<file path="config.mk">
export PLATFORM = sky130hd
export DESIGN_NAME = gwsd_wram
export DESIGN_NICKNAME = d
export VERILOG_FILES = /design/src/design/assert_macros.svh /design/src/design/gwsd_wram.sv
export SDC_FILE = /design/constraint.sdc
export NUM_CORES = 2
export LEC_CHECK = 0
export BUFFER_PORTS_ARGS = -buffer_cell sky130_fd_sc_hd__buf_2
export CORE_ASPECT_RATIO = 0.5
export CORE_MARGIN = 10
export CORE_UTILIZATION = 63
export DETAILED_ROUTE_END_ITERATION = 7
export GPL_ROUTABILITY_DRIVEN = 0
export HOLD_SLACK_MARGIN = 0.03
export PLACE_DENSITY = 0.79
export SLEW_MARGIN = 40
export SYNTH_ARGS = -nofsm -noshare
export SYNTH_HDL_FRONTEND = slang
export SYNTH_SLANG_ARGS = --single-unit
export TNS_END_PERCENT = 100
</file>
<file path="constraint.sdc">
create_clock -name clk -period 6.15 [get_ports clk]
set_input_delay 1.23 -clock clk [delete_from_list [all_inputs] [get_ports clk]]
set_output_delay 1.23 -clock clk [all_outputs]
set_load 0.01 [all_outputs]
</file>
<file path="src/design/assert_macros.svh">
// Assertion helpers; clk and arst_n are taken from the module that uses them.
`ifndef ASSERT_MACROS_SVH
`define ASSERT_MACROS_SVH
`ifndef SYNTHESIS
`define ASSERT_ALWAYS(lbl, expr, msg) \
	lbl: assert property (@(posedge clk) disable iff (!arst_n) (expr)) else $error(msg);
`define ASSERT_IMPLIES(lbl, ante, cons, msg) \
	lbl: assert property (@(posedge clk) disable iff (!arst_n) (ante) |-> (cons)) \
		else $error(msg);
`define ASSERT_NEXT(lbl, ante, cons, msg) \
	lbl: assert property (@(posedge clk) disable iff (!arst_n) (ante) |=> (cons)) \
		else $error(msg);
`else
`define ASSERT_ALWAYS(lbl, expr, msg)
`define ASSERT_IMPLIES(lbl, ante, cons, msg)
`define ASSERT_NEXT(lbl, ante, cons, msg)
`endif
`endif

</file>
<file path="src/design/gwsd_wram.sv">
module gwsd_wram #(
	parameter int DEPTH = 64,
	parameter int WIDTH = 48
) (
	input  logic                     clk,
	input  logic                     we,
	input  logic [$clog2(DEPTH)-1:0] waddr,
	input  logic [WIDTH-1:0]         wdata,
	input  logic [$clog2(DEPTH)-1:0] raddr,
	output logic [WIDTH-1:0]         rdata
);

	logic [WIDTH-1:0] mem_q [DEPTH];
	logic [WIDTH-1:0] rdata_q;

	// one write port
	always_ff @(posedge clk) begin
		if (we) begin
			mem_q[waddr] <= wdata;
		end
	end

	// registered read, every cycle
	always_ff @(posedge clk) begin
		rdata_q <= mem_q[raddr];
	end

	assign rdata = rdata_q;

endmodule

</file>
# After elaboration in Yosys (flattened, before gate mapping)
# Memories as Yosys holds them, arrays and structs flattened. A register that Yosys moved wholly into a read port is not among the register bits.
# Cells that the tools add are included.
op_classes:
  mux: 2
op_table:
  columns: ["cell", "n"]
  rows:
  - ["$mux 1", 2]
word_totals:
  regBits: 0
  ramBits: 3072
  in_bits: 62
  output_inout_bits: 48
  wordCells: 3
  memories: 1
memory_table:
  columns: ["memory", "words", "word_bits", "read_ports", "rd_ports_with_merged_regs", "wr", "line_no", "rtl"]
  rows:
  - ["mem_q", 64, 48, 1, 1, 1, "gwsd_wram.sv:13", "logic [WIDTH-1:0] mem_q [DEPTH];"]

# Logic depth before layout (Yosys ltp)
depth:
  word_depth: 2
  depth_mapped: 9
  ltp_nobuf: 5

# Worst setup path after synthesis
# Ideal clock, no wire load.
synth_timing:
  path_kind: "in2reg"
  startpoint: "in waddr[3]"
  endpoint: "mem mem_q[48][0] (enable)"
  setup_ns: 0.513
  t_arrival_ns: 5.002
  t_required_ns: 5.637
  slack_ns: 0.635
  path_stages: 4
  path_buffers: 1
  cell_sequence: "clkbuf_1 > nor2b_1 > nand4b_1 > nor3_1"
synth_lines:
  columns: ["element", "line_no", "rtl"]
  rows:
  - ["start, declared", "gwsd_wram.sv:7", "input logic [$clog2(DEPTH)-1:0] waddr,"]
  - ["end, declared", "gwsd_wram.sv:13", null]
# No word-level cell before the write port.

==> summary.txt <==
Outcome: finished clean
Core ar.: 184000 um^2
DR DRC count: 0
Leakage power: 41.0 nW
Setup WS post-layout: 2680 ps
CTS clk-pin slew, worst paths: 60 ps
Reg-to-Reg End: rdata[44]$_DFF_P_
Reg-to-reg slack, setup: 3880 ps
Critical Path Fanout Max: 84
Final setup violation count: 0
Worst skew pair latency: 870 ps
Max-slew violations: 0
Clock sink count: 3120
Clk network pwr share: 39.5%
Ports: 110
CTS hold repair buffers: 0
Critical path startpoint category: input port
Simple-Gate Fraction of Synth Area: 0.957%
Worst-Margin Slew: 918 ps
Synth Area in Adders: 0%
IO buf count: 109
Area share of the largest cell type after synthesis: 78.8%
Routed Antenna Nets: 0
Post-layout util: 71.7%
Hold Violations, Final: 0
Internal: 33.3 mW
Synth Area in Compound Gates: 3.02%
Router iterations before antenna repair: 6
Drt total wl: 344 mm
Critical Path Sink Type: flop
Area grow syn2layout: 12.6%
CTS Root Buffer Type: clkbuf_16
Clock skew: 50.1 ps
Initial drt markers: 12000
GR Util All Layers: 32.4%
Net switching fraction of the power: 21.9%
CTS tree: done
Net Sw Power: 9.35 mW
NumNets Final: 5375
Synth Register Bits: 3120
Hold endpoint: rdata[24]$_DFF_P_
Fmax: 288 MHz
HP Class: reg -> reg
Crit path DAT: 4140 ps
Main synth FF type: edfxtp_1
Post-CTS Setup Inserts: 0
Min Tclk post-route: 3470 ps
WL/cell: 43.0 um
Synth unique cells: 36
Largest net degree at the start of global routing: 105
Min-Delay Path Depth: 4
Final instance area: 132000 um^2
Layout cell share with drive strength beyond 1: 28.5%
Vias in the first global route: 61800
Hold path start: mem_q[58][24]$_DFFE_PP_
Yosys top cell by area: edfxtp_1
Worst slew margin: 38.6%
Post-Syn Area per Cell: 23.6 um^2
Placed Instance Area: 123000 um^2
Die W: 630 um
H-tree depth: 5
DIE AREA: 205000 um^2
Max rail drop VDD: 0.000272 V
Ys async rst share: 0%
Vias per cell: 7.64
Reg2Reg Depth: 5
Critical Path RT: 6820 ps
Largest family of logic cells by synthesized area: multiplexers
Hold Worst Slack: 813 ps
Final setup TNS: 0 ps
Ys Warns: 0
Mux contribution to synthesized area: 15.2%
Initial antenna violation count: 21
Comb pwr share: 5.1%
CTS buffer count: 268
Longest Clk Path Bufs: 4
Seq/Total Area, Yosys: 79.6%
Total grt overflow: 0
Dpl hpwl: 173 mm
Sequential Power Share: 55.4%
Max-cap violations: 0
Via count: 61200
Power density cells: 323 nW/um^2
Setup repair after global routing missed its margin: no
Syn_nets: 5032
Mapped Area: 117000 um^2
Die Y: 325 um
Post-synth EDFFs: 3072
Cts repair resizes: 0
Synth area leaders: edfxtp_1 (79%), mux4_2 (14%), dfxtp_1 (0.82%), o22ai_1 (0.65%), a221oi_1 (0.62%)
Global-route wire length before repair: 470 mm
Period utilization: 56.4%
Xor and xnor area share after synthesis: 0%
Critical path class: in -> reg
Initial Util: 63.6%
Reg-to-reg critical path startpoint: mem_q[30][44]$_DFFE_PP_
Post-synthesis cell count: 4970
Post-placement worst setup slack: 1870 ps
Row count: 111
metrics by stage:
stage               cells  power (mW)
global placement     7454        26.0
CTS                  7987        42.4
global route         8000        43.4
floorplan            4970        25.2
finish               8005        42.6
detailed placement   7523        26.1
per-layer routing:
metal | GRT usage (%) | part of all wire, % | vias to the layer above
met5 | 0 | 0.024 | -
met4 | 18.1 | 6.9 | 14
met3 | 9.59 | 15 | 1307
met2 | 50.0 | 47 | 6355
met1 | 41.8 | 31 | 31300
li1 | - | - | 22100
power by group through the flow:
stage / Clock (mW) / Sequential, mW / Combinational (mW)
2_1_floorplan: 0 / 24.1 / 1.12
3_3_place_gp: 0 / 24.1 / 1.95
3_5_place_dp: 0 / 24.1 / 2.05
4_1_cts: 16.7 / 23.6 / 2.12
5_1_grt: 17.5 / 23.6 / 2.24
6_report: 16.8 / 23.6 / 2.17
area by class of cell:
| class | instances | area, um^2 |
|---|---|---|
| diodes | 12 | 30.0 |
| clock buffers | 351 | 7290 |
| clock inverters | 113 | 961 |
| fillers | 9426 | 52100 |
| multi-input cells | 1568 | 23000 |
| flip-flops and latches | 3120 | 93200 |
| well taps | 2486 | 3110 |
| repair buffers | 355 | 4330 |
Yosys cell counts (2+ instances only):
cell,n
nor2_1,132
edfxtp_1,3072
or2_2,3
or3_1,3
nor2b_1,24
a21oi_1,74
nand4_1,2
nand2_1,55
a22o_1,57
a22oi_1,72
or3b_2,4
nand3b_1,5
a31o_2,5
dfxtp_1,48
a221oi_1,83
nand2b_1,10
buf_6,11
a311oi_1,11
nor3_1,3
mux4_2,754
buf_1,12
buf_4,62
nand3_1,7
buf_2,98
a211oi_1,32
o22ai_1,122
mux2_2,12
o221ai_1,28
mux2i_1,63
and2_1,3
clkbuf_1,98
worst max-delay path, stage by stage:
cell and delay (ps):
buf_8 480, buf_12 520, or2_2 360, a211oi_1 90
a311oi_1 420, a311oi_2 320, a211oi_1 660
cells in the final DEF (no fill, tap or decap), drive strengths merged:
cell type  netlist  layout
inv              0       7
edfxtp        3072    3072
nand4            2       2
or3b             4       4
a31oi            1       1
o221ai          28      28
nand3            7       7
nand3b           5       5
a21oi           74      74
a22o            57      57
a221oi          83      83
nand4b           1       1
diode            0      12
nor2           132     132
nand2           55      55
or2              3       3
nand2b          10      10
a22oi           72      72
dfxtp           48      48
and2             3       3
a311o            1       1
a31o             5       5
clkinvlp         0       6
mux2            12      12
mux2i           63      63
buf            183     354
o22ai          122     122
and3             1       1
a211oi          32      32
or3              3       3
clkinv           0      86
nor3             3       3
a311oi          11      11
clkbuf          99     352
mux4           754     754
bufinv           0      14
nor2b           24      24
cells by family (layout without fill, tap and decap cells):
family                 after synthesis  after routing
flip-flops                        3120           3120
AO/OA/AOI/OAI                      486            486
buffers and inverters              282            819
other                                0             12
multiplexers                       829            829
AND/OR/NAND/NOR                    253            253
registers in the layout, indices dropped and copies added (netlist names):
register  cells
mem_q      3072
rdata        48
worst max path at each step:
stage | end | depth (start not counted) | slack (ps) | start
floorplan | mem_q[48][0]$_DFFE_PP_ | 4 | 640 | waddr[3]
global placement | rdata[13]$_DFF_P_ | 7 | 1770 | raddr[0]
detailed placement | rdata[13]$_DFF_P_ | 7 | 1870 | raddr[2]
CTS | rdata[13]$_DFF_P_ | 7 | 2650 | raddr[2]
global route | rdata[13]$_DFF_P_ | 7 | 2540 | raddr[2]
finish | rdata[13]$_DFF_P_ | 7 | 2680 | raddr[2]
Power figures use the tool's default switching activity.
