==> src/design/assert_macros.svh <==
// Assertion helpers; clk and arst_n are taken from the module that uses them.
`ifndef ASSERT_MACROS_SVH
`define ASSERT_MACROS_SVH
`ifndef SYNTHESIS
`define ASSERT_ALWAYS(lbl, expr, msg) \
	lbl: assert property (@(posedge clk) disable iff (!arst_n) (expr)) else $error(msg);
`define ASSERT_IMPLIES(lbl, ante, cons, msg) \
	lbl: assert property (@(posedge clk) disable iff (!arst_n) (ante) |-> (cons)) \
		else $error(msg);
`define ASSERT_NEXT(lbl, ante, cons, msg) \
	lbl: assert property (@(posedge clk) disable iff (!arst_n) (ante) |=> (cons)) \
		else $error(msg);
`else
`define ASSERT_ALWAYS(lbl, expr, msg)
`define ASSERT_IMPLIES(lbl, ante, cons, msg)
`define ASSERT_NEXT(lbl, ante, cons, msg)
`endif
`endif

==> src/design/gwsd_pkg.sv <==
package gwsd_pkg;

	// fixed field widths
	localparam int RATE_W   = 16;
	localparam int THR_W    = 16;
	localparam int SPREAD_W = 43;
	localparam int AXES     = 3;

	localparam logic [THR_W-1:0]    THR_RESET  = 16'd64;
	localparam logic [SPREAD_W-1:0] SPREAD_MAX = '1;

	// per-stage enables from the pipeline control to each axis lane
	typedef struct packed {
		logic en_s1;
		logic en_s2;
		logic acc_upd;
		logic en_s4;
		logic en_s5;
	} gwsd_lane_ctl_t;

endpackage

==> src/design/gwsd_lane.sv <==
module gwsd_lane import gwsd_pkg::*; #(
	parameter int WINDOW = 64
) (
	input  logic                                 clk,
	input  logic                                 arst_n,
	input  gwsd_lane_ctl_t                       ctl,
	input  logic signed [RATE_W-1:0]             rate,
	input  logic signed [RATE_W-1:0]             old,
	input  logic [32+2*$clog2(WINDOW)-1:0]       limit,
	output logic [31+2*$clog2(WINDOW)-1:0]       spread,
	output logic                                 below
);

	localparam int L   = $clog2(WINDOW);
	localparam int SW  = RATE_W + L;
	localparam int SQW = 31 + L;
	localparam int PW  = 31 + 2*L;
	localparam int LW  = 32 + 2*L;
	localparam logic [PW-1:0] WIN_C = PW'(WINDOW);

	logic signed [RATE_W-1:0]   new_s1, old_s1;
	logic signed [RATE_W-1:0]   new_s2, old_s2;
	logic signed [2*RATE_W-1:0] sqn, sqo;
	logic [2*RATE_W-2:0]        sqn_s2, sqo_s2;
	logic signed [SW-1:0]       sum_q;
	logic [SQW-1:0]             sumsq_q;
	logic [SW-1:0]              mag;
	logic [2*SW-1:0]            msq;
	logic [PW-1:0]              wsq;
	logic [PW-1:0]              wsq_s4, ssq_s4;
	logic [PW-1:0]              diff;
	logic [PW-1:0]              spread_s5;
	logic                       below_s5;

	// s1: incoming sample and the one it replaces (zero while filling)
	always_ff @(posedge clk) begin
		if (ctl.en_s1) begin
			new_s1 <= rate;
			old_s1 <= old;
		end
	end

	// s2: squares
	assign sqn = new_s1 * new_s1;
	assign sqo = old_s1 * old_s1;

	always_ff @(posedge clk) begin
		if (ctl.en_s2) begin
			new_s2 <= new_s1;
			old_s2 <= old_s1;
			sqn_s2 <= sqn[2*RATE_W-2:0];
			sqo_s2 <= sqo[2*RATE_W-2:0];
		end
	end

	// running sum and sum of squares
	always_ff @(posedge clk or negedge arst_n) begin
		if (!arst_n) begin
			sum_q   <= '0;
			sumsq_q <= '0;
		end else if (ctl.acc_upd) begin
			sum_q   <= sum_q + SW'(new_s2) - SW'(old_s2);
			sumsq_q <= sumsq_q + SQW'(sqn_s2) - SQW'(sqo_s2);
		end
	end

	// s4: WINDOW*sumsq and sum^2
	assign mag = sum_q[SW-1] ? SW'(-sum_q) : SW'(sum_q);
	assign msq = mag * mag;
	assign wsq = PW'(sumsq_q) * WIN_C;

	always_ff @(posedge clk) begin
		if (ctl.en_s4) begin
			wsq_s4 <= wsq;
			ssq_s4 <= msq[PW-1:0];
		end
	end

	// s5: spread and threshold compare
	assign diff = wsq_s4 - ssq_s4;

	always_ff @(posedge clk) begin
		if (ctl.en_s5) begin
			spread_s5 <= diff;
			below_s5  <= (LW'(diff) < limit);
		end
	end

	assign spread = spread_s5;
	assign below  = below_s5;

endmodule

==> config.mk <==
export PLATFORM = sky130hd
export DESIGN_NAME = gwsd_lane
export DESIGN_NICKNAME = d
export VERILOG_FILES = /design/src/design/assert_macros.svh /design/src/design/gwsd_pkg.sv /design/src/design/gwsd_lane.sv
export SDC_FILE = /design/constraint.sdc
export NUM_CORES = 2
export LEC_CHECK = 0
export BUFFER_PORTS_ARGS = -buffer_cell sky130_fd_sc_hd__buf_2
export CORE_MARGIN = 2
export CORE_UTILIZATION = 35
export DETAILED_ROUTE_END_ITERATION = 10
export PLACE_DENSITY = 0.55
export RECOVER_POWER = 25
export REMOVE_ABC_BUFFERS = 1
export SYNTH_ARGS = -nofsm -noshare
export SYNTH_HDL_FRONTEND = slang
export SYNTH_SLANG_ARGS = --single-unit
==> constraint.sdc <==
create_clock -name clk -period 13.1 [get_ports clk]
set_input_delay 1.965 -clock clk [delete_from_list [all_inputs] [get_ports clk]]
set_output_delay 1.965 -clock clk [all_outputs]
set_load 0.005 [all_outputs]
### After elaboration in Yosys (flattened, before gate mapping)

Cells that the tools add are included.

| cells by class | value |
|---|---|
| add/subtract/negate cells | 6 |
| div/mod/pow operators | 0 |
| multiplexer cells | 1 |
| bitwise operators | 0 |
| reduce and logical (&&, ||, !) cells | 0 |
| multipliers | 3 |
| shift-type cells | 0 |
| order comparisons | 1 |
| equality and inequality tests | 0 |

Operators with widths:

| cell | number |
|---|---|
| 16-bit by 16-bit multiplier with 31-bit output | 2 |
| 43-bit by 44-bit less-than comparator with 1-bit output | 1 |
| 22-bit by 22-bit multiplier with 43-bit output | 1 |
| 43-bit subtractor | 1 |
| 37-bit by 31-bit adder with 37-bit output | 1 |
| 37-bit by 31-bit subtractor with 37-bit output | 1 |
| 22-bit by 16-bit adder with 22-bit output | 1 |
| 22-bit 2-to-1 mux | 1 |
| 22-bit negator | 1 |
| 22-bit by 16-bit subtractor with 22-bit output | 1 |

| storage, ports and cells | value |
|---|---|
| output and inout bits | 44 |
| logic and storage cells | 23 |
| RAM bits | 0 |
| flip-flop bits (word level) | 309 |
| input bits | 83 |
| memory bits (read-only) | 0 |
| memories kept | 0 |
| bits in latches | 0 |

### Logic depth before layout (Yosys ltp)

| logic depth | value |
|---|---|
| depth in word-level cells | 3 |
| mapped depth | 35 |
| depth with buffers taken out | 32 |

### Worst setup path before layout

No wires, ideal clock.

| path | value |
|---|---|
| path kind | register to register |
| start | register sum_q[0] |
| end | register ssq_s4[42], data pin |
| period minus slack after synthesis | 8663 ps |
| path slack | 4437 ps |
| cell stages (with the launch flop) | 32 |
| arrival | 8403 ps |
| library setup time | 260 ps |
| required time | 12840 ps |
| buffers on the path | 3 |
| cell sequence | dfrtp_1 -> clkbuf_1 -> clkinv_1 -> clkbuf_1 -> ha_1 -> nand2_1 -> or3_1 -> nand2_1 -> xnor2_1 -> inv_1 -> clkbuf_1 -> nor2_1 -> fa_1 -> fa_1 -> inv_1 -> fa_1 -> inv_1 -> fa_1 -> fa_1 -> fa_1 -> fa_1 -> ha_1 -> and4_1 -> and3_1 -> o21ai_1 -> a311oi_1 -> o31a_1 -> a31o_1 -> o211a_1 -> a311o_1 -> a21oi_1 -> xnor2_1 |

| between the ends | value |
|---|---|
| cells in the longest elaborated chain, start to end | 3 |

RTL lines:

| element | RTL line | source |
|---|---|---|
| start, declared | gwsd_lane.sv:25 | `logic signed [SW-1:0] sum_q;` |
| start signal, assigned | gwsd_lane.sv:62 | `sum_q <= sum_q + SW'(new_s2) - SW'(old_s2);` |
| 22-bit negator | gwsd_lane.sv:68 | `assign mag = sum_q[SW-1] ? SW'(-sum_q) : SW'(sum_q);` |
| 22-bit 2-to-1 mux (*) | gwsd_lane.sv:68 |  |
| 22-bit by 22-bit multiplier with 43-bit output (*) | gwsd_lane.sv:69 | `assign msq = mag * mag;` |
| named net msq[42] | gwsd_lane.sv:28 | `logic [2*SW-1:0] msq;` |
| end signal, assigned | gwsd_lane.sv:75 | `ssq_s4 <= msq[PW-1:0];` |
| end, declared | gwsd_lane.sv:30 | `logic [PW-1:0] wsq_s4, ssq_s4;` |

Mark *: on every way through the listed nets, which the timed path passes. The rest lies on a longest branch.
A chain may end at the register's enable or synchronous reset.

### Final worst setup path

| path | value |
|---|---|
| start | register sum_q[0] |
| end | register ssq_s4[40], data pin |

The elaborated chain is that of the path after synthesis.

==> metrics.csv <==
stage;metric;value;unit
run_status;status;complete, but fails checks;
run_status;violations;max-capacitance violations, max-slew violations;
critical_path;critPathMostFrequentCell;fa_1;
place;pre_cts_slack;3.75;ns
logic_synthesis;ys_ff_latch;303;
logic_synthesis;syn-cell-area;47800;um^2
detailed_routing;vias;32464;
critical_path;worst-setup-path-type;reg -> reg;
global_routing;use_met1;24.9;%
timing;finalClockSkew;0.0225;ns
logic_synthesis;ys_types;82;
detailed_routing;wl;119;mm
timing;relSlewSlack;-148;%
clock_tree;cts_sinks;303;
logic_synthesis;synth_top_cell_by_area;fa_1;
global_routing;met3_usage;2.14;%
clock_tree;htree_num_levels;2;
detailed_routing;wl_per_cell;17.4;um
critical_path;cp_top_family;adder cells;
timing;slew_viol_final;146;
timing;worst_pin_slew;3.72;ns
detailed_routing;ant_nets;0;
logic_synthesis;synth_top_area_share;36.0;%
min_path;worstHoldStart;sumsq_q[19];
global_routing;grt_pass1_vias;34830;
critical_path;critPathCaptureType;flop;
clock_tree;clk_latency;0.57;ns
critical_path;path_buf_inv;8;
final_layout;final_nets;6438;
timing;setup_viol;0;
die;core_area;135000;um^2
final_layout;final_area;51800;um^2
die;io_pins;127;
timing;rsz0062_at_grt;no;
detailed_routing;vias_per_cell;4.74;
detailed_routing;drcViolationCount;0;
place;hpwlAfterDp;99.3;mm
clock_tree;cts.repair.resized;0;
final_layout;fillers;13620;
final_layout;area_delta_synth_final;8.52;%
timing;fmax;99.2;MHz
global_routing;grt_max_degree;80;
final_layout;register_area;8800;um^2
detailed_routing;drt_iter0_drc;1826;
clock_tree;cts_tree;done;
clock_tree;post_cts_buffers;0;
logic_synthesis;synthFlopType;edfxtp_1;
critical_path;rrSetupSlack;3.02;ns
clock_tree;cts_max_path_buffers;3;
flow_run;timing.max_cap.violations;3;
global_routing;grt_pass1_wl;193;mm
die;start_util;35.3;%
min_path;hold_class;reg -> reg;
die;dieArea;139000;um^2
critical_path;worstPathMaxFanout;19;
min_path;whs_path_depth;0;
die;die_w;373;um
critical_path;crit_slowest_cell;clkbuf_1;
place;placement.io_buffers;126;
final_layout;drive_above_1_share;4.88;%
clock_tree;cts_made_buffers;38;
logic_synthesis;yosys-top-cells-area;fa_1, edfxtp_1, ha_1;
place;gp_congestion;0.882;
timing;hold_violations;0;
critical_path;critPathLaunchType;flop;
timing;min_period_over_period;76.9;%
clock_tree;ctsRootBufferMaster;clkbuf_16;
global_routing;gr-usage-met2;29.0;%
timing;fin_tns_setup;0;ns
global_routing;busiest_layer;met2;
global_routing;track_usage;17.5;%
detailed_routing;drt-pass1-iter-count;5;
final_layout;multi_input_area;33500;um^2
critical_path;critPathArrivalTime;10.40;ns
place;place_area;50700;um^2
final_layout;stdcell_count;6847;
die;die-height;373;um
timing;setup_slack;3.02;ns
critical_path;r2r_end;ssq_s4[40];
critical_path;worst_r2r_path_depth;32;
logic_synthesis;synth_cells;4910;
critical_path;slowest_delay;0.83;ns
critical_path;r2r-start;sum_q[0];
logic_synthesis;synthArstFlopShare;19.5;%
logic_synthesis;yosys_warnings;0;
logic_synthesis;synth_area_per_cell;9.73;um^2
logic_synthesis;synth_edf_count;244;
global_routing;antenna_found_initial;2;
timing;min_period;10.08;ns
logic_synthesis;seq_area_frac_synth;18.4;%
die;rows;135;
place;placedCellCount;6777;
critical_path;required;13.42;ns
min_path;worstHoldEndpoint;wsq_s4[25];
clock_tree;postCtsHoldBufs;0;
global_routing;grt_overflow_total;0;
clock_tree;clk_pin_slew;0.06;ns
per-layer routing:
layer  part of all wire [%]  vias up  wire, um
li1                       -    15401         -
met1                     47    16231     56500
met2                     46      710     55000
met3                    4.7      120      5610
met4                    1.7        2      2080
met5                  0.011        -        13
Yosys cell counts, types with 87 or more instances:
| cell type | instances |
|---|---|
| xnor2_1 | 171 |
| a21o_1 | 87 |
| edfxtp_1 | 244 |
| o21ai_0 | 96 |
| nor2_1 | 247 |
| fa_1 | 860 |
| and2_1 | 96 |
| a21oi_1 | 177 |
| inv_1 | 1350 |
| ha_1 | 459 |
| clkbuf_1 | 92 |
| nand2_1 | 386 |
layout by cell type (no fill, tap or decap), drive strengths merged, types with 14 or more instances in the layout:
cell type | netlist | routed
a211oi | 16 | 16
a21o | 87 | 87
a21oi | 177 | 177
and2 | 96 | 96
and3 | 20 | 20
buf | 5 | 151
clkbuf | 92 | 72
conb | 2 | 16
dfrtp | 59 | 59
edfxtp | 244 | 244
fa | 860 | 860
ha | 459 | 459
inv | 1363 | 1367
mux2i | 22 | 22
nand2 | 386 | 386
nand2b | 42 | 42
nand3 | 51 | 51
nand4 | 27 | 27
nor2 | 247 | 247
nor2b | 27 | 27
nor3 | 51 | 51
nor4 | 14 | 14
o21a | 23 | 23
o21ai | 116 | 116
o21bai | 30 | 30
or3 | 15 | 15
xnor2 | 171 | 171
xor2 | 50 | 50
flip-flops by register name, indices dropped and copies added, names as in the netlist, 22 cells and up:
signal   cells
wsq_s4      37
sqo_s2      29
sumsq_q     37
spread      42
ssq_s4      42
sqn_s2      29
sum_q       22
worst register-to-register path: cells and delay by family (launching register included):
| kind | cells | cell delay (ns) |
|---|---|---|
| XOR/XNOR | 2 | 0.27 |
| flip-flops | 1 | 0.53 |
| buffers and inverters | 8 | 1.71 |
| AO/OA/AOI/OAI | 7 | 1.77 |
| adder cells (fa/ha/maj) | 9 | 4.22 |
| AND/OR/NAND/NOR | 6 | 1.33 |
cell families (layout without fill, tap and decap cells):
kind of cell / after synthesis / count (layout) / share of synthesized area, %
buf+inv: 1464 / 1605 / 11.5
mux: 23 / 23 / 0.485
other cells: 2 / 17 / 0.0157
compound gates: 576 / 576 / 7.78
fa+ha+maj: 1319 / 1319 / 48.1
xor+xnor: 221 / 221 / 4.05
simple gates: 1002 / 1002 / 9.66
flops: 303 / 303 / 18.4
final cells by class:
cell class	count	share of cell area (%)
Tap cell	1781	4.30
Inverter	1367	9.90
Clock buffer	54	2.15
Timing Repair Buffer	169	1.73
Antenna cell	1	0.00483
Sequential cell	303	17.0
Clock inverter	15	0.232
Multi-Input combinational cell	3157	64.7
per-stage QoR:
stage          hold slack, ns  util, %
2_1_floorplan           0.425        -
3_3_place_gp            0.432     37.4
3_5_place_dp            0.434     37.4
4_1_cts                 0.449     38.3
5_1_grt                 0.473     38.3
6_report                0.447     38.3
worst max-delay path by stage:
stage                     startpoint    endpoint  slack, ns  depth (start not counted)
final                       sum_q[0]  ssq_s4[40]       3.02                         32
after global routing        sum_q[0]  ssq_s4[40]       2.55                         32
after CTS                   sum_q[0]  ssq_s4[40]       3.73                         28
after detailed placement    sum_q[0]  ssq_s4[40]       3.75                         28
after global placement      sum_q[0]  ssq_s4[40]       3.89                         32
after floorplan             sum_q[0]  ssq_s4[42]       4.56                         30
Power is not shown: default switching activity piles up to over one toggle a cycle in this logic, so the estimate is an artifact.
