$ cat src/design/assert_macros.svh
// Assertion helpers; clk and arst_n are taken from the module that uses them.
`ifndef ASSERT_MACROS_SVH
`define ASSERT_MACROS_SVH
`ifndef SYNTHESIS
`define ASSERT_ALWAYS(lbl, expr, msg) \
	lbl: assert property (@(posedge clk) disable iff (!arst_n) (expr)) else $error(msg);
`define ASSERT_IMPLIES(lbl, ante, cons, msg) \
	lbl: assert property (@(posedge clk) disable iff (!arst_n) (ante) |-> (cons)) \
		else $error(msg);
`define ASSERT_NEXT(lbl, ante, cons, msg) \
	lbl: assert property (@(posedge clk) disable iff (!arst_n) (ante) |=> (cons)) \
		else $error(msg);
`else
`define ASSERT_ALWAYS(lbl, expr, msg)
`define ASSERT_IMPLIES(lbl, ante, cons, msg)
`define ASSERT_NEXT(lbl, ante, cons, msg)
`endif
`endif

$ cat src/design/gwsd_pkg.sv
package gwsd_pkg;

	// fixed field widths
	localparam int RATE_W   = 16;
	localparam int THR_W    = 16;
	localparam int SPREAD_W = 43;
	localparam int AXES     = 3;

	localparam logic [THR_W-1:0]    THR_RESET  = 16'd64;
	localparam logic [SPREAD_W-1:0] SPREAD_MAX = '1;

	// per-stage enables from the pipeline control to each axis lane
	typedef struct packed {
		logic en_s1;
		logic en_s2;
		logic acc_upd;
		logic en_s4;
		logic en_s5;
	} gwsd_lane_ctl_t;

endpackage

$ cat src/design/gwsd_merge.sv
module gwsd_merge import gwsd_pkg::*; #(
	parameter int PW = 43
) (
	input  logic                clk,
	input  logic                ld,
	input  logic                full,
	input  logic [PW-1:0]       spread [AXES],
	input  logic [AXES-1:0]     below,
	output logic                stationary,
	output logic                window_full,
	output logic [SPREAD_W-1:0] max_spread
);

	localparam int MW = (PW > SPREAD_W) ? PW : SPREAD_W;

	logic [PW-1:0]       m01, mall;
	logic [MW-1:0]       mx;
	logic                sat;
	logic [SPREAD_W-1:0] clipped;
	logic                stationary_q, window_full_q;
	logic [SPREAD_W-1:0] max_spread_q;

	// largest of the three lanes, clipped to the field
	assign m01     = (spread[0] > spread[1]) ? spread[0] : spread[1];
	assign mall    = (m01 > spread[2]) ? m01 : spread[2];
	assign mx      = MW'(mall);
	assign sat     = (mx > MW'(SPREAD_MAX));
	assign clipped = sat ? SPREAD_MAX : mx[SPREAD_W-1:0];

	// output register
	always_ff @(posedge clk) begin
		if (ld) begin
			stationary_q  <= full & (&below);
			window_full_q <= full;
			max_spread_q  <= full ? clipped : '0;
		end
	end

	assign stationary  = stationary_q;
	assign window_full = window_full_q;
	assign max_spread  = max_spread_q;

endmodule

$ cat config.mk
export PLATFORM = sky130hd
export DESIGN_NAME = gwsd_merge
export DESIGN_NICKNAME = d
export VERILOG_FILES = /design/src/design/assert_macros.svh /design/src/design/gwsd_pkg.sv /design/src/design/gwsd_merge.sv
export SDC_FILE = /design/constraint.sdc
export NUM_CORES = 1
export LEC_CHECK = 0
export BUFFER_PORTS_ARGS = -buffer_cell sky130_fd_sc_hd__buf_2
export CELL_PAD_IN_SITES_DETAIL_PLACEMENT = 1
export CELL_PAD_IN_SITES_GLOBAL_PLACEMENT = 2
export CORE_ASPECT_RATIO = 2
export CORE_MARGIN = 1.5
export CORE_UTILIZATION = 33
export DETAILED_ROUTE_END_ITERATION = 10
export PLACE_DENSITY_LB_ADDON = 0.08
export SLEW_MARGIN = 20
export SYNTH_ARGS = -nofsm -noshare
export SYNTH_HDL_FRONTEND = slang
export SYNTH_SLANG_ARGS = --single-unit
$ cat constraint.sdc
create_clock -name clk -period 11.75 [get_ports clk]
set_clock_uncertainty 0.2 [all_clocks]
set_input_delay 2.35 -clock clk [delete_from_list [all_inputs] [get_ports clk]]
set_output_delay 2.35 -clock clk [all_outputs]
set_load 0.02 [all_outputs]
# --- Word-level counts from Yosys, hierarchy flattened ---
# Cells that the tools add are included.
op_classes:
  order_cmp: 3
  bitwise: 1
  mul: 0
  n_shift: 0
  n_mux: 3
  eq_ne: 0
  reduce_logical: 1
  div: 0
  add_sub_neg: 0
ops:
  columns: ["cell", "n"]
  rows:
  - ["two-way mux 43 bit", 3]
  - ["greater-than comparator 43 bit", 2]
  - ["greater-than comparator 43 bit (second input constant)", 1]
  - ["AND reduction 3 bit", 1]
  - ["AND 1 bit", 1]
word_totals:
  memories: 0
  output_inout_bits: 45
  latchBits: 0
  rom_bits: 0
  ramBits: 0
  ff_bits: 45
  wordCells: 11
  inputBits: 135

# --- Longest topological paths before layout ---
# Gate-level depths: netlist of run 1.
depth:
  ltp_word: 6
  depth_mapped: 19
  ltp_nobuf: 16

# --- Worst setup path after synthesis of run 1 ---
# OpenSTA, ideal clock, no wires.
synth_path:
  path_type: "input port to flip-flop"
  start: "in spread[84] (netlist name)"
  end: "reg max_spread_q[12] (netlist: max_spread[12]), data pin"
  arrival_time_ps: 6241
  required_ps: 11294
  stages: 19
  setup_slack_ps: 5053
  path_buffers: 3
  setup_ps: 256
  cell_sequence: "inv_1 ha_1 a21oi_1 nand2_1 a221o_1 a211o_1 o31ai_4 buf_6 mux2_4 ha_1 a21oi_1 nand2_1 a221oi_1 o211ai_1 a2111o_1 buf_2 clkbuf_1 a21o_1 o211a_1"
synth_via:
  elab_chain_cells: 6
synth_lines:
  columns: ["item", "line_no", "text"]
  rows:
  - ["start: declaration", "gwsd_merge.sv:7", "input logic [PW-1:0] spread [AXES],"]
  - ["greater-than comparator 43 bit", "gwsd_merge.sv:24", "assign m01 = (spread[0] > spread[1]) ? spread[0] : spread[1];"]
  - ["two-way mux 43 bit *", "gwsd_merge.sv:24", null]
  - ["greater-than comparator 43 bit", "gwsd_merge.sv:25", "assign mall = (m01 > spread[2]) ? m01 : spread[2];"]
  - ["two-way mux 43 bit *", "gwsd_merge.sv:25", null]
  - ["greater-than comparator 43 bit", "gwsd_merge.sv:27", "assign sat = (mx > MW'(SPREAD_MAX));"]
  - ["two-way mux 43 bit *", "gwsd_merge.sv:28", "assign clipped = sat ? SPREAD_MAX : mx[SPREAD_W-1:0];"]
  - ["end signal: assignment", "gwsd_merge.sv:35", "max_spread_q <= full ? clipped : '0;"]
  - ["end: declaration", "gwsd_merge.sv:21", "logic [SPREAD_W-1:0] max_spread_q;"]
# Mark *: on every way between the ends. The rest lies on a longest branch, timed or not.
# A chain may end at the register's enable or synchronous reset.

# --- Worst setup path in the final report of run 1 ---
layout_path:
  start: "in spread[77] (netlist name)"
  end: "reg max_spread_q[7] (netlist: max_spread[7]), data pin"
# Same word-level chain as after synthesis.

==> key figures, run 1 <==
Place
  – Post-DP HPWL: 13,350 um
  – Port buffer count: 179
  – Placer Congestion: 0.7990

CTS
  – Post-CTS setup buffers: 0
  – H-Tree Depth: 2
  – Clk root buf: clkbuf_16
  – Clock transition at path regs: 60 ps
  – Hold Buf Count CTS: 0
  – Num CTS Buffers: 5
  – Number of gates resized after cts: 0
  – Max clock buf depth: 2
  – TritonCTS clock tree: built
  – Clk sink count: 45

Global routing
  – Number of global-route vias before repair: 5,149
  – Initial antenna violation count: 0
  – Gr ovfl total: 0
  – First-pass GRT wire length: 26,130 um
  – Largest net degree at the start of global routing: 46
  – GR Util All Layers: 21.13%

Hold path
  – Min-Delay Path Depth: 2
  – Hold Path Sink: stationary
  – Hold Path Class: in2reg
  – Hold_sp: below[1]

Routing
  – Drt wl/cell: 19.30 um
  – Vias: 4,601
  – First drt pass iteration count: 4
  – Routed Antenna Nets: 0
  – Vias/cell: 5.289
  – DRT Wirelength: 16,790 um
  – Starting DRC count in detailed routing: 115
  – # DRC: 0

Synthesis
  – Asr flop ratio synth: 0%
  – Register bit total from synthesis: 45
  – Mapped Area: 5064 um2
  – Number of synthesis warnings: 0
  – Post-Synthesis Cells: 509
  – Post-synthesis sequential area ratio: 26.69%
  – Mapped Nets: 730
  – Syn avg cell area: 9.948 um2
  – Number of library cell types mapped by synthesis: 40
  – Post-synth EDFFs: 45
  – Dominant synthesized flop cell: edfxtp_1

Finish
  – Syn-to-layout area delta: 23.82%
  – Commonest non-fill, non-tap cells in the layout: buf_2 (178), inv_1 (87), ha_1 (86)
  – Filler instances: 1,783
  – Nets: 895
  – Commonest non-fill, non-tap cell in the layout: buf_2
  – Layout cells sized above 1: 34.87%
  – Util after Layout: 42.08%

Job
  – Max cap viols: 0

Timing
  – Fin. Hold Viols: 0
  – Pins over their slew limit: 0
  – Setup violators final: 0
  – RSZ-0062 raised after global routing: no
  – Fin crit share: 75.95%
  – Hold Slack: 2194 ps
  – Fmax: 112.1 MHz
  – Tmin final: 8924 ps
  – Worst-Margin Slew: 1011 ps
  – TNS Setup: 0 ps
  – Relative slew slack: 32.62%

Setup path
  – Worst setup path category: in2reg
  – Crit-path cells: buf_2 > inv_1 > ha_1 > a21oi_1 > o21ai_1 > a221o_1 > a211o_1 > o31ai_4 > buf_4 > mux2_4 > ha_1 > nand3_1 > nor4_1 > a22oi_1 > o211ai_1 > o22a_2 > nand2_2 > o211a_1
  – Worst path required time: 11,590 ps
  – Cell mode on critical path: ha_1
  – CP bufs+invs: 3
  – Critical path peak fanout: 45
  – Crit-path leading delay family: compound AO/OA/AOI/OAI gates
  – CP peak stage delay: 880 ps
  – Critical path capture point type: flip-flop
  – Worst setup startpoint: spread[77]
  – CP startpoint kind: primary input
  – Highest-delay cell along the critical path: o22a_2
  – Worst Path Arrival: 8770 ps

Power
  – Leak: 3.623 nW
  – PD cells: 107.6 nW/um2
  – Maximum VDD drop: 0.00005808 V
  – Tot Pwr: 0.0006745 W

Floorplanning
  – Die width: 90.59 um
  – Row cnt: 63
  – Die area: 16,140 um2
  – Die height: 178.2 um
  – Core area: 14,900 um2
  – Starting Density: 33.99%
  – IO Pins: 180

Run status
  – Status: completed
## stage by stage
step                      setup WS, ps  cell area, um2  instances
after global placement            2617            6105        862
after CTS                         2682            6267        869
final                             2826            6270        870
after floorplan                   5053            5064        509
after detailed placement          2392            6107        862
after global routing              2240            6267        869
## how the worst max path moves through the flow
| stage | endpoint | slack [ps] | cells past startpoint |
|---|---|---|---|
| after global placement | max_spread[32] | 2620 | 18 |
| after global routing | max_spread[7] | 2240 | 18 |
| after CTS | max_spread[7] | 2680 | 18 |
| final | max_spread[7] | 2830 | 18 |
| after detailed placement | max_spread[7] | 2390 | 18 |
| after floorplan | max_spread[12] | 5050 | 19 |
## cells in the mapped netlist, types with 2 or more instances
cell,instances,area (um2)
ha_1,86,1076
nor2_1,7,26.28
a21o_1,49,367.9
and2_1,2,12.51
nand2_1,22,82.58
o211ai_1,2,15.01
nor4_1,6,37.54
mux2_4,39,585.6
clkbuf_1,18,67.56
o211a_1,42,420.4
o32ai_1,2,17.52
buf_6,4,45.04
edfxtp_1,45,1351
a21oi_1,30,150.1
a41o_1,2,20.02
nand4_1,15,93.84
inv_1,87,326.6
o21ai_0,8,40.04
mux2_2,3,33.78
nor3_1,5,25.02
a211oi_1,5,37.54
nand3_1,12,60.06
## power by group
group	internal, W	switching [W]	total, W
clock network	0.0000991	0.0000679	0.000167
logic	0.000127	0.000172	0.000299
registers	0.000202	0.00000619	0.000208
total	0.000428	0.000247	0.000674
## sequential cells by signal, summed over array words and instances (netlist names)
name,count
window_full,1
stationary,1
max_spread,43
## layout make-up
| type | instances | area [um2] | area share, % |
|---|---|---|---|
| flip-flops and latches | 45 | 1351 | 21.55 |
| repair buffers | 181 | 913.4 | 14.57 |
| inverters | 87 | 326.6 | 5.209 |
| clock buffers | 5 | 125.1 | 1.996 |
| diodes | 1 | 2.502 | 0.03991 |
| clock inverters | 2 | 35.03 | 0.5588 |
| well taps | 195 | 244.0 | 3.891 |
| multi-input cells | 354 | 3272 | 52.19 |
## kinds of logic after synthesis
group / synth area share [%]
simple gates: 7.092
buf+inv: 8.772
mux: 12.43
flops: 26.69
fa+ha+maj: 21.25
compound gates: 23.77
## per-layer routing
| layer | share of wire [%] | GRT usage, % | vias to the layer above |
|---|---|---|---|
| met2 | 58 | 43.23 | 123 |
| met3 | 3.3 | 2.558 | 28 |
| li1 | - | - | 2218 |
| met1 | 36 | 20.45 | 2232 |
| met4 | 3.2 | 9.325 | 0 |
| met5 | 0 | 0 | - |
Note: power is estimated with default switching activity, not from simulation.
==> run 2, diff against run 1 <==
--- a/config.mk
+++ b/config.mk
@@ -10,7 +10,7 @@
 export CELL_PAD_IN_SITES_GLOBAL_PLACEMENT = 2
 export CORE_ASPECT_RATIO = 2
 export CORE_MARGIN = 1.5
-export CORE_UTILIZATION = 33
+export CORE_UTILIZATION = 31
 export DETAILED_ROUTE_END_ITERATION = 10
 export PLACE_DENSITY_LB_ADDON = 0.08
 export SLEW_MARGIN = 20
==> constraint.sdc (replaced) <==
create_clock -name clk -period 8.42 [get_ports clk]
set_clock_uncertainty 0.2 [all_clocks]
set_input_delay 1.684 -clock clk [delete_from_list [all_inputs] [get_ports clk]]
set_output_delay 1.684 -clock clk [all_outputs]
set_load 0.02 [all_outputs]
==> key figures, run 2 (same netlist as run 1, synthesis figures left out) <==
Setup path
  – Worst Path Arrival: 6890 ps
  – Worst path required time: 8390 ps
  – CP startpoint kind: primary input
  – Worst setup path category: in2reg
  – Critical path peak fanout: 42
  – Critical path capture point type: flip-flop

Job
  – Max cap viols: 0

Timing
  – RSZ-0062 raised after global routing: no
  – Fmax: 144.6 MHz
  – Tmin final: 6915 ps
  – Relative slew slack: 34.64%
  – Setup violators final: 0
  – Pins over their slew limit: 0
  – Fin. Hold Viols: 0
  – Worst-Margin Slew: 980.3 ps
  – Fin crit share: 82.13%
  – TNS Setup: 0 ps

Floorplanning
  – Row cnt: 66
  – IO Pins: 180
  – Starting Density: 31.45%
  – Die area: 17,160 um2
  – Die height: 183.7 um
  – Die width: 93.37 um
  – Core area: 16,100 um2

CTS
  – Hold Buf Count CTS: 0
  – Max clock buf depth: 2
  – Number of gates resized after cts: 0
  – Clock transition at path regs: 70 ps
  – H-Tree Depth: 2
  – Num CTS Buffers: 5
  – Clk root buf: clkbuf_16
  – Post-CTS setup buffers: 0
  – Clk sink count: 45
  – TritonCTS clock tree: built

Power
  – Leak: 3.651 nW
  – Tot Pwr: 0.0009780 W
  – PD cells: 154.4 nW/um2
  – Maximum VDD drop: 0.00007746 V

Finish
  – Nets: 898
  – Max FFs per register: 43
  – Layout cells sized above 1: 35.40%
  – Commonest non-fill, non-tap cell in the layout: buf_2
  – Filler instances: 1,964
  – Syn-to-layout area delta: 25.11%
  – Commonest non-fill, non-tap cells in the layout: buf_2 (179), inv_1 (87), ha_1 (86)

Routing
  – Drt wl/cell: 18.01 um
  – Starting DRC count in detailed routing: 93
  – # DRC: 0
  – DRT Wirelength: 15,920 um
  – Vias/cell: 5.011
  – Vias: 4,430
  – Routed Antenna Nets: 0
  – First drt pass iteration count: 4

Hold path
  – Hold Path Class: in2reg
  – Hold Path Sink: stationary
  – Min-Delay Path Depth: 2
  – Hold_sp: below[1]

Global routing
  – Initial antenna violation count: 3
  – Largest net degree at the start of global routing: 46
  – Number of global-route vias before repair: 4,785
  – Gr ovfl total: 0
  – GR Util All Layers: 18.95%
  – First-pass GRT wire length: 24,750 um

Place
  – Placer Congestion: 0.7656
  – Port buffer count: 179
  – Post-DP HPWL: 12,510 um

Run status
  – Status: completed
## run 2: cell count changes in the layout (fill, tap and decap cells not counted), sizes merged
cell	change
diode	+1
buf	+3
bufinv	+1
## run 2: area by class of cell
| class | instances | area (um2) | share of cell area [%] |
|---|---|---|---|
| Inverter | 87 | 326.6 | 5.155 |
| Multi-Input combinational cell | 354 | 3273 | 51.67 |
| Antenna cell | 2 | 5.005 | 0.07900 |
| Tap cell | 204 | 255.2 | 4.029 |
| Clock inverter | 3 | 65.06 | 1.027 |
| Sequential cell | 45 | 1351 | 21.33 |
| Clock buffer | 5 | 125.1 | 1.975 |
| Timing Repair Buffer | 184 | 933.4 | 14.73 |
## run 2: worst max path at each step
stage                     slack (ps)  startpoint  cells after the start        endpoint
final                           1500  spread[84]                     17  max_spread[31]
after global routing            1140  spread[84]                     17  max_spread[31]
after CTS                       1320  spread[84]                     16  max_spread[31]
after detailed placement        1000  spread[84]                     16  max_spread[31]
after global placement          1060  spread[57]                     17  max_spread[35]
after floorplan                 2390  spread[84]                     19  max_spread[12]
## run 2: power breakdown
group          leakage [nW]  switching, W  total (W)  internal [W]
Clock                0.0938      0.000101   0.000272      0.000170
Combinational          3.12      0.000239   0.000417      0.000179
Sequential            0.434    0.00000780   0.000289      0.000281
Total                  3.65      0.000348   0.000978      0.000630
## run 2: metal layers
layer | vias to the layer above | track usage, % | wire length, um
li1 | 2226 | - | -
met1 | 2066 | 21.71 | 6533
met2 | 120 | 34.64 | 8312
met3 | 18 | 2.730 | 723
met4 | 0 | 7.091 | 349
met5 | - | 0 | 0
## run 2: worst max-delay path, cell delays in order
cell,delay (ps)
buf_2,100
inv_1,40
ha_1,310
a21oi_1,170
nand2_1,70
a221o_1,340
a211o_1,290
o31ai_4,260
buf_4,500
mux2_4,360
ha_1,330
nand4_1,190
nor4_1,560
nand2_1,200
o22a_2,410
nand2_2,790
o211a_1,240
## run 2: per-stage QoR
stage          setup slack (ps)  instances  instance area [um2]  util, %  hold WS, ps
2_1_floorplan              2389        509                 5064        -         1583
3_3_place_gp               1061        874                 6140    38.13         1837
3_5_place_dp               1005        874                 6140    38.13         1831
4_1_cts                    1322        882                 6330    39.31         1518
5_1_grt                    1144        884                 6335    39.34         1535
6_report                   1505        884                 6335    39.34         1526
